==> src/hw/rtl/disk_block_bitmap_allocator_defines.svh <==
// Assertion macros for the disk block bitmap allocator.
// Included by the top level; no other dependencies.
`ifndef DISK_BLOCK_BITMAP_ALLOCATOR_DEFINES_SVH
`define DISK_BLOCK_BITMAP_ALLOCATOR_DEFINES_SVH

`ifndef SYNTHESIS
// Same-cycle implication, checked at every rising edge outside reset.
`define DBBA_ASSERT_IMP(lbl, clk, rst, ante, cons, msg) \
  lbl: assert property (@(posedge clk) disable iff (rst) (ante) |-> (cons)) else $error(msg);
// Next-cycle implication.
`define DBBA_ASSERT_NXT(lbl, clk, rst, ante, cons, msg) \
  lbl: assert property (@(posedge clk) disable iff (rst) (ante) |=> (cons)) else $error(msg);
`else
`define DBBA_ASSERT_IMP(lbl, clk, rst, ante, cons, msg)
`define DBBA_ASSERT_NXT(lbl, clk, rst, ante, cons, msg)
`endif

`endif

==> src/hw/rtl/dbba_ram.sv <==
// Generic single-write, single-read RAM with registered read data.
// No dependencies.
module dbba_ram #(
  parameter int WIDTH = 64,
  parameter int DEPTH = 64
) (
  input  logic                     clk,
  input  logic                     we,
  input  logic [$clog2(DEPTH)-1:0] waddr,
  input  logic [WIDTH-1:0]         wdata,
  input  logic [$clog2(DEPTH)-1:0] raddr,
  output logic [WIDTH-1:0]         rdata
);

  logic [WIDTH-1:0] mem [DEPTH];

  always_ff @(posedge clk) begin
    if (we) begin
      mem[waddr] <= wdata;
    end
    rdata <= mem[raddr];
  end

endmodule

==> config.mk <==
export PLATFORM = sky130hd
export DESIGN_NAME = dbba_ram
export DESIGN_NICKNAME = d
export VERILOG_FILES = /design/src/hw/rtl/disk_block_bitmap_allocator_defines.svh /design/src/hw/rtl/dbba_ram.sv
export SDC_FILE = /design/constraint.sdc
export NUM_CORES = 2
export LEC_CHECK = 0
export BUFFER_PORTS_ARGS = -buffer_cell sky130_fd_sc_hd__buf_4
export CORE_MARGIN = 1
export CORE_UTILIZATION = 46
export DETAILED_ROUTE_END_ITERATION = 10
export GPL_TIMING_DRIVEN = 1
export MAX_ROUTING_LAYER = met4
export PLACE_DENSITY_LB_ADDON = 0.05
export SETUP_SLACK_MARGIN = 0.02
export SLEW_MARGIN = 10
export SYNTH_ARGS = -nofsm -noshare
export SYNTH_HDL_FRONTEND = slang
export SYNTH_SLANG_ARGS = --single-unit
==> constraint.sdc <==
create_clock -name clk -period 11.6 [get_ports clk]
set_input_delay 2.9 -clock clk [delete_from_list [all_inputs] [get_ports clk]]
set_output_delay 2.9 -clock clk [all_outputs]
set_load 0.05 [all_outputs]
* Yosys cells after proc, flatten, opt, wreduce, memory -nomap -nowiden *
Memory sizes are Yosys's and may differ from the RTL's. A register that Yosys moved wholly into a read port is not among the register bits.
Index checks and enable logic that the tools add are counted.

storage, ports and cells
  bits of input ports = 78
  memories kept = 1
  register bits after elaboration = 0
  memory bits (writable) = 4096
  output and inout port bits = 64

memories
  name  words  width  rd ports  clocked after memory_dff  write ports  RTL line        RTL
  mem   64     64     1         1                         1            dbba_ram.sv:15  logic [WIDTH-1:0] mem [DEPTH];

cells by class
  mux-type cells = 2

operators with widths
  operator          number
  2-to-1 mux 1 bit  2

* Depth between registers and ports, before layout *
  depth after elaboration = 2
  mapped depth = 9
  mapped depth without buffers = 5

* Worst setup path before layout *
No wires, ideal clock.

  path kind = input to register
  start point = input port waddr[3]
  end point = memory mem[48][0] (enable)
  data required time = 11036 ps
  data arrival time = 7772 ps
  setup slack = 3264 ps
  setup time = 564 ps
  stages = 4
  cells stage by stage = clkbuf_1 > nor2b_1 > nand4b_1 > nor3_1

RTL lines
  item             RTL line        RTL
  start, declared  dbba_ram.sv:9   input logic [$clog2(DEPTH)-1:0] waddr,
  end, declared    dbba_ram.sv:15

Straight into the memory's write port.

==> summary.txt <==
Timing
  – Final hold slack: between 0.8 and 0.9 ns
  – Final hold vios: 0
  – Slew Viols, Final: 0
  – RSZ-0062 raised after global routing: false
  – Slew headroom: a little under a fifth
  – Worst slew pin tran: about 1.2 ns
  – Setup Total Neg Slack: 0 ns
  – Final Skew: about 0.038 ns
  – Fin crit share: approximately 50%
  – Fmax: around 170 MHz
  – Fin crit period: slightly below 6 ns
  – Final setup vio count: 0

Setup path
  – Critical path origin: raddr[0]
  – Crit path required time: between 10 and 15 ns
  – Slowest-stage cell, CP: buf_4
  – Delay-heaviest family, CP: buffers and inverters
  – FF-to-FF setup slack: between 9 and 10 ns
  – FF-to-FF path depth: 5
  – Startpoint types: input pin
  – Worst Setup EP: rdata[11]
  – Crit path buffers/inverters: 3
  – Arrival @ worst endpoint: roughly 6.7 ns
  – Crit-path max cell delay: approximately 0.84 ns
  – Number of cells on the critical path: 8
  – Reg2reg start: mem[11][0]
  – Crit path capture type: register
  – Crit path kind: input pin to register
  – CP Cell Sequence: buf_16 > buf_12 > buf_4 > mux4_2 > mux2i_1 > nand2_1 > a41oi_1 > a211oi_1
  – CP max FO: approximately 100
  – R2R Path End: rdata[0]

Drt
  – Vias per cell: between 6 and 7
  – Total number of vias: 75300
  – Highest metal used: met4
  – Met2 wire len: around 230000 microns
  – DR WL/cell: 38.9 microns
  – Iter 0 DRT Violations: 9195
  – Residual DRC: 0
  – Post-Route WL: 464000 microns
  – DRT met1 WL: 192000 microns
  – Detail Route Antenna Nets: 0
  – Met3 wire length: between 30000 and 40000 microns
  – TritonRoute pass-1 iters: 6

Floorplan
  – Core box area: approximately 340000 sq um
  – Row cnt: between 200 and 250
  – Die area: ~340000 sq um
  – I/O pin cnt: 142
  – Die height: between 500 and 600 microns
  – Initial Util: 46.3%
  – Die width: slightly below 600 microns

Placement
  – Port bufs: ~140
  – Dpl hpwl: between 200000 and 250000 microns
  – Placed instance area: 164000 sq um
  – GPL Wtd Cong: around 0.78

Pwr
  – Peak VDD IR: 143 uV
  – Leak pwr: 0.0553 uW
  – PD cells: 179 nW/um^2

GRT
  – All-Layer GR Usage: ~28%
  – Initial antenna violation count: between 40 and 50
  – Gr ovfl total: 0
  – Number of global-route vias before repair: between 70000 and 80000
  – First-pass GRT wire length: 637000 microns
  – Largest net degree at the start of global routing: around 120

Cells and area
  – Post-layout nets: 7100
  – Most frequent cells in the layout: edfxtp_1 (4096), mux4_2 (1024), clkbuf_16 (445)
  – Area growth, synth to finish: 13.6%
  – Final instance area: ~180000 sq um
  – Most common cell after layout, fill and taps aside: edfxtp_1
  – Share of layout cells above drive strength 1: roughly 29%

Clocking
  – Post-CTS Resized: 0
  – Clk buf depth: 4
  – Clock transition at path regs: about 0.060 ns
  – Hold bufs inserted after CTS: 0
  – TritonCTS clock tree: yes
  – H-tree levels: 5
  – CTS Buf Count: about 430
  – Clock latency on the worst-skew pair: ~1 ns
  – Root Buffer: clkbuf_16
  – Clk sink count: ~4200
  – Postcts setup bufs: 0

Status
  – Outcome: finished clean

Yosys
  – Synthesized cell area: 156000 sq um
  – Syn_area_per_cell: approximately 24 sq um
  – Synthesized flop and latch total: about 4200
  – Seq/Total Area, Yosys: 79.5%
  – Synth Net Count: between 6000 and 7000
  – Synth Warn #: 0
  – Cell variety after synth: 33
  – Syn Inst Count: 6598

Hold path
  – Min-Delay Path Class: register to register

Job
  – Max_cap viols: 0
worst min path at each step:
stage,cells after the start,start,slack [ns],endpoint
CTS,4,mem[54][62],0.84,rdata[62]
finish,4,mem[54][62],0.84,rdata[62]
global route,4,mem[54][62],0.86,rdata[62]
global placement,4,mem[55][62],0.82,rdata[62]
floorplan,4,mem[30][61],0.79,rdata[61]
detailed placement,4,mem[54][62],0.82,rdata[62]
worst reg2reg max path: cells and delay by family (launching register included):
kind | cells | cell delay (ns)
AO/OA/AOI/OAI | 2 | 0.83
AND/OR/NAND/NOR | 2 | 0.38
multiplexers | 1 | 0.46
flip-flops | 1 | 0.36
power breakdown:
group	total [uW]	leakage [uW]	internal, uW	switching [uW]
Sequential	16700	0.0374	16600	80.9
Clock	13600	0.00678	7860	5740
Combinational	1550	0.0111	537	1010
Total	31900	0.0553	25000	6830
state kept, by name, indices dropped and copies added (netlist names):
register / cells
rdata: 64
mem: 4096
layout make-up:
class                      count  area, sq um
multi-input combinational   2049        30800
fill                       26200       160000
clock buffer                 572        11900
tap                         4515         5650
sequential                  4160       124000
clock inverter               224         1930
antenna                       15         37.5
inverter                      19         71.3
timing repair buffer         360         2980
per-layer routing:
| metal | vias up | global-route usage, % |
|---|---|---|
| met5 | - | - |
| met4 | 0 | 6.61 |
| met3 | 526 | 4.33 |
| met2 | 3286 | 43.9 |
| met1 | 42100 | 39.3 |
| li1 | 29400 | - |
stage by stage:
| step | worst slack [ns] | cells | util, % | total power, uW |
|---|---|---|---|---|
| after floorplan | 3.26 | 6598 | - | 17900 |
| after global placement | 4.86 | 11100 | 48.5 | 18600 |
| after detailed placement | 4.84 | 11100 | 48.5 | 18600 |
| final | 5.73 | 11900 | 52.6 | 31900 |
| after CTS | 5.87 | 11900 | 52.6 | 32100 |
| after global routing | 5.52 | 11900 | 52.6 | 32700 |
cell usage after synthesis:
cell type / count / area (sq um)
a211oi_1: 63 / 473
a22o_1: 88 / 771
a22oi_1: 168 / 1260
a2bb2oi_1: 19 / 166
a31o_1: 1 / 8.76
a31oi_1: 18 / 113
a41oi_1: 26 / 228
and2_1: 3 / 18.8
and3_1: 64 / 400
buf_1: 20 / 75.1
buf_2: 170 / 851
buf_4: 34 / 255
buf_6: 6 / 67.6
clkbuf_1: 140 / 526
dfxtp_1: 64 / 1280
edfxtp_1: 4096 / 123000
inv_1: 19 / 71.3
mux2i_1: 135 / 1350
mux4_2: 1024 / 23100
nand2_1: 58 / 218
nand2b_1: 11 / 68.8
nand3_1: 45 / 225
nand3b_1: 2 / 15.0
nand4_1: 2 / 12.5
nand4b_1: 1 / 8.76
nor2_1: 112 / 420
nor2b_1: 28 / 175
nor3_1: 2 / 10.0
o221ai_1: 38 / 333
o22ai_1: 83 / 519
or2_2: 28 / 175
or3_1: 29 / 181
or3b_2: 1 / 8.76
kinds of logic after synthesis:
group | after synthesis | share of synthesized area (%)
compound gates | 504 | 2.48
buf+inv | 389 | 1.18
flops | 4160 | 79.5
mux | 1159 | 15.6
simple gates | 386 | 1.24
Power figures use the tool's default switching activity.
